--- src/hdl/tcts_pkg.sv ---
// tcts_pkg: shared types, constants and opcodes for the three channel tone sequencer
// no dependencies
`default_nettype none
package tcts_pkg;
    localparam int NOTES_PER_CHANNEL = 256;
    localparam int NCH               = 3;
    localparam int TONE_CLOCK_HZ     = 2000000;
    localparam int NOTE_IDX_W        = 8;
    localparam int TABLE_DEPTH       = NCH * NOTES_PER_CHANNEL;
    localparam int TABLE_AW          = $clog2(TABLE_DEPTH);
    localparam int PTR_W             = 9;
    localparam int CNT_W             = 17;
    localparam int QUOT_W            = 22;
    localparam logic [CNT_W-1:0] CNT_MAX = '1;
    localparam logic [15:0] GAP_RESET = 16'd20;

    localparam logic [1:0] OP_LOAD  = 2'd0;
    localparam logic [1:0] OP_START = 2'd1;
    localparam logic [1:0] OP_STOP  = 2'd2;
    localparam logic [1:0] OP_TICK  = 2'd3;

    localparam logic [1:0] CH_RIGHT  = 2'd0;
    localparam logic [1:0] CH_CENTER = 2'd2;

    typedef struct packed {
        logic [1:0]  op;
        logic [1:0]  channel;
        logic [7:0]  note_index;
        logic [15:0] note_delay;
        logic [15:0] note_freq;
    } t_in_item;

    typedef struct packed {
        logic [1:0]  out_channel;
        logic        tone_on;
        logic [15:0] period_ticks;
        logic [14:0] compare_ticks;
        logic        last;
        logic        all_idle;
    } t_out_item;

    typedef enum logic [3:0] {
        ST_IDLE,
        ST_START_RD,
        ST_START_WR,
        ST_CH,
        ST_FETCH,
        ST_DIV,
        ST_EMIT,
        ST_WAIT_OUT
    } t_state;

    // divider request / status between top and divider
    typedef struct packed {
        logic        start;
        logic [15:0] divisor;
    } t_div_req;

    typedef struct packed {
        logic        busy;
        logic        done;
        logic [15:0] period;
    } t_div_rsp;
endpackage
`default_nettype wire

--- src/hdl/tcts_div.sv ---
// tcts_div: restoring divider, one quotient bit per cycle, saturated period
// depends on tcts_pkg
`default_nettype none
module tcts_div (
    input  wire logic              i_clk,
    input  wire logic              i_rst_n,
    input  wire tcts_pkg::t_div_req i_req,
    output tcts_pkg::t_div_rsp     o_rsp
);
    localparam int QW = tcts_pkg::QUOT_W;
    localparam logic [QW-1:0] DIVIDEND = QW'(tcts_pkg::TONE_CLOCK_HZ);
    localparam int SW = $clog2(QW + 1);

    logic [QW-1:0] r_quot, n_quot;
    logic [16:0]   r_rem, n_rem;
    logic [15:0]   r_dvs;
    logic [SW-1:0] r_step, n_step;
    logic          r_busy, r_done;
    logic [16:0]   rem_sh;

    // one shift and subtract per cycle
    always_comb begin
        rem_sh = {r_rem[15:0], DIVIDEND[r_step - SW'(1)]};
        n_rem  = rem_sh;
        n_quot = {r_quot[QW-2:0], 1'b0};
        if (rem_sh >= {1'b0, r_dvs}) begin
            n_rem     = rem_sh - {1'b0, r_dvs};
            n_quot[0] = 1'b1;
        end
        n_step = r_step - SW'(1);
    end

    always_ff @(posedge i_clk) begin
        if (!i_rst_n) begin
            r_busy <= 1'b0;
            r_done <= 1'b0;
        end else begin
            r_done <= 1'b0;
            if (i_req.start) begin
                r_busy <= 1'b1;
                r_step <= SW'(QW);
                r_rem  <= '0;
                r_quot <= '0;
                r_dvs  <= i_req.divisor;
            end else if (r_busy) begin
                r_rem  <= n_rem;
                r_quot <= n_quot;
                r_step <= n_step;
                if (n_step == '0) begin
                    r_busy <= 1'b0;
                    r_done <= 1'b1;
                end
            end
        end
    end

    // saturate to 16 bits
    assign o_rsp.busy   = r_busy;
    assign o_rsp.done   = r_done;
    assign o_rsp.period = (r_quot[QW-1:16] != '0) ? 16'hFFFF : r_quot[15:0];
endmodule
`default_nettype wire

--- config.mk ---
export PLATFORM = sky130hd
export DESIGN_NAME = tcts_div
export DESIGN_NICKNAME = d
export VERILOG_FILES = /design/src/hdl/tcts_pkg.sv /design/src/hdl/tcts_div.sv
export SDC_FILE = /design/constraint.sdc
export NUM_CORES = 1
export LEC_CHECK = 0
export BUFFER_PORTS_ARGS = -buffer_cell sky130_fd_sc_hd__buf_2
export CORE_ASPECT_RATIO = 1.5
export CORE_MARGIN = 8
export CORE_UTILIZATION = 61
export CTS_BUF_LIST = sky130_fd_sc_hd__clkbuf_4 sky130_fd_sc_hd__clkbuf_8
export DETAILED_ROUTE_END_ITERATION = 8
export PLACE_DENSITY_LB_ADDON = 0.05
export SYNTH_ARGS = -nofsm -noshare
export SYNTH_HDL_FRONTEND = slang
export SYNTH_SLANG_ARGS = --single-unit
--- constraint.sdc ---
create_clock -name i_clk -period 3.7 [get_ports i_clk]
set_input_delay 1.11 -clock i_clk [delete_from_list [all_inputs] [get_ports i_clk]]
set_output_delay 1.11 -clock i_clk [all_outputs]
set_load 0.05 [all_outputs]
==> results_dict.tcl <==
set metrics [dict create \
    outcome "completed" \
    synth_seq_cells 61 \
    postCtsSetupRepairBufs 0 \
    powerDensity_mw_per_mm2 458 \
    drt-initial-drc-count 200 \
    core_mm2 0.00574 \
    cp_data_required_time_ns 3.78 \
    fp-row-count 34 \
    rsz0062_at_grt "false" \
    setup_tns_ns 0 \
    overflow 0 \
    end_kind "flip-flop" \
    min_period_ns 3.50 \
    cts_root_buf "clkbuf_8" \
    slew_headroom_pct 43.7 \
    io_pins 37 \
    finalNonFillerCells 444 \
    grt_max_degree 27 \
    synth_top_area_share_pct 49.4 \
    drive_above_1_share_pct 26.6 \
    arrival_ns 3.58 \
    path_common_cell "nor2b_1" \
    fp.dieW_um 78.6 \
    synthCells 323 \
    synth_area_mm2 0.00359 \
    worstPathCellList "inv_1 -> ha_2 -> nor2b_1 -> nor2b_1 -> xnor2_1 -> o21ai_1 -> ha_1 -> fa_1 -> nand2b_1 -> a21o_1 -> a21oi_4 -> a2111oi_0 -> a311oi_1 -> o22ai_1" \
    cts_buffer_depth 2 \
    holdBufCountCts 0 \
    synth_cell_types 57 \
    ys_seq_area_share_pct 50.5 \
    area_growth_pct 12.9 \
    grt_pass1_wl_um 12400 \
    dp_cells 429 \
    via_count 2607 \
    start_util_pct 62.5 \
    postSynthAreaPerCell_um2 11.1 \
    post-route-period-util_pct 94.6 \
    final_net_count 408 \
    finClkSkew_ns 0.0109 \
    drt-wirelength-per-cell_um 16.9 \
    portBuffers 36 \
    setup_violations 0 \
    synth_flop_cell "edfxtp_1" \
    critPathMaxFanout 5 \
    crit_type "flip-flop to flip-flop" \
    leakage_nw 1.60 \
    ir_drop_uv 306 \
    layout_setup_ws_ns 0.200 \
    maxCapViolations 0 \
    synth_edf_count 59 \
    cts_resized 0 \
    cts_sinks 61 \
    path_clk_slew_ns 0.06 \
    final_antenna_net_count 0 \
    total_power_w 0.00185 \
    drc 0 \
    htreeDepth 3 \
    die-area_mm2 0.00864 \
    synth.area.top_cells "edfxtp_1, ha_1, nor2b_1" \
    routed_wl_um 7500 \
    nFillCells 451 \
    cts_buffers 9 \
    pre_cts_ws_ns 0.0830 \
    track_usage_pct 18.6 \
    critPathSlowestCell "edfxtp_1" \
    async_reset_ff_share_pct 0 \
    cp-start-kind "flip-flop" \
    drt-pass1-iter-count 4 \
    fmax_mhz 286 \
    hold_viol_final 0 \
    worstSkewPairLatency_ns 0.34 \
    syn_nets 363 \
    synth_warnings 0 \
    maxSlewViolCount 0 \
    gp_congestion 0.898 \
    antenna_found_initial 0 \
    synth_top_cell_by_area "edfxtp_1" \
    die_y_um 110 \
    cts_tree "yes" \
    min_path_type "flip-flop to flip-flop" \
    via_per_inst 5.87 \
    multi_input_area_mm2 0.00163 \
    grt_pass1_vias 2627 \
    regArea_mm2 0.00181 \
    cp_slowest_stage_delay_ns 0.42 \
    dp_hpwl_um 5380 \
    tightest_slew_ns 0.844 \
    antenna-diode-count 0 \
]
-- final timing paths --
path / start / end / cells after the start / slack [ns]
worst max-delay path: r_step[1]$_SDFFCE_PP1P_ / r_rem[14]$_SDFFCE_PP0P_ / 14 / 0.20
worst min-delay path: r_busy$_SDFF_PN0_ / r_done$_SDFF_PP0_ / 2 / 0.46
worst max register to register: r_step[1]$_SDFFCE_PP1P_ / r_rem[14]$_SDFFCE_PP0P_ / 14 / 0.20
worst min register to register: r_busy$_SDFF_PN0_ / r_done$_SDFF_PP0_ / 2 / 0.46
-- flip-flops by register name, indices dropped and copies added, names as in the netlist --
name    flops
r_dvs      16
r_busy      1
r_done      1
r_step      5
r_rem      16
r_quot     22
-- power breakdown --
group          total, W  leakage (nW)  internal, W  switching [W]
clock network  0.000554        0.0899     0.000300       0.000254
logic          0.000450         0.929     0.000184       0.000266
registers      0.000851         0.585     0.000826      0.0000256
-- routing by layer --
metal	global-route usage, %	up-vias	wire length [um]
met5	0	-	0
met1	20.0	1252	3060
met2	32.0	71	3900
met4	9.57	0	167
met3	5.73	13	367
li1	-	1271	-
-- layout by cell type, fill, tap and decap left out, drive strengths merged, types with 3 or more instances in the layout --
cell,count
o22ai,4
xnor2,6
edfxtp,59
clkbuf,9
a21oi,20
nand3,11
o21a,9
o211ai,6
o21ai,16
buf,46
a21o,7
or2,16
inv,24
and3,4
nor3,9
nand2b,3
nand2,17
nor2b,24
a211oi,5
clkinv,4
ha,20
nor2,15
xor2,5
-- cell usage after synthesis, types with 2 or more instances --
library cell and instances:
nor3_1 7, buf_4 6, nor3b_1 2, a21oi_1 15, or3_1 2, a21oi_2 4, xor2_1 5, edfxtp_1 59
o22ai_1 4, o21bai_1 2, and3_1 3, o41ai_1 2, nand2b_1 3, nor3_2 2, inv_1 24, o21ai_2 2
o21ai_1 8, o31ai_1 2, o21a_1 9, clkbuf_1 4, nor2b_1 24, nor2_1 15, or2_2 16, o211ai_1 5
xnor2_1 6, nand3_1 11, a211oi_1 3, a211oi_2 2, ha_1 20, a21o_1 7, o21ai_0 6, o211a_1 2
nand2_1 16, dfxtp_1 2
-- cell type report --
cell class                 count  area share (%)
sequential                    61            44.7
multi-input combinational    226            40.1
timing repair buffer          46            6.30
clock buffer                   9            3.06
inverter                      24            2.22
tap                           72            2.22
clock inverter                 6            1.36
-- critical path, delay by kind of cell, from the launching register on --
kind            cells  cell delay, ns
fa+ha+maj           3            0.88
flops               1            0.42
compound gates      6            1.05
buf+inv             1            0.12
simple gates        3            0.57
xor+xnor            1            0.19
-- logic make-up (layout without fill, tap and decap cells) --
| kind of cell | count (synthesis) | count (layout) | synth area share [%] |
|---|---|---|---|
| AOI/OAI and AO/OA | 85 | 85 | 17.7 |
| xor gates and xnor gates | 11 | 11 | 2.68 |
| adders and majority gates | 21 | 21 | 7.53 |
| buffers and inverters | 36 | 85 | 4.60 |
| DFF | 61 | 61 | 50.5 |
| muxes | 1 | 1 | 0.314 |
| and+or+nand+nor | 108 | 108 | 16.7 |
-- stage by stage --
step | utilization (%) | hold WS, ns | cell area (um^2)
5_1_grt | 70.6 | 0.500 | 4050
3_5_place_dp | 67.2 | 0.446 | 3860
6_report | 70.6 | 0.456 | 4050
2_1_floorplan | - | 0.428 | 3590
3_3_place_gp | 67.2 | 0.445 | 3860
4_1_cts | 70.3 | 0.458 | 4040
Power figures use the tool's default switching activity.
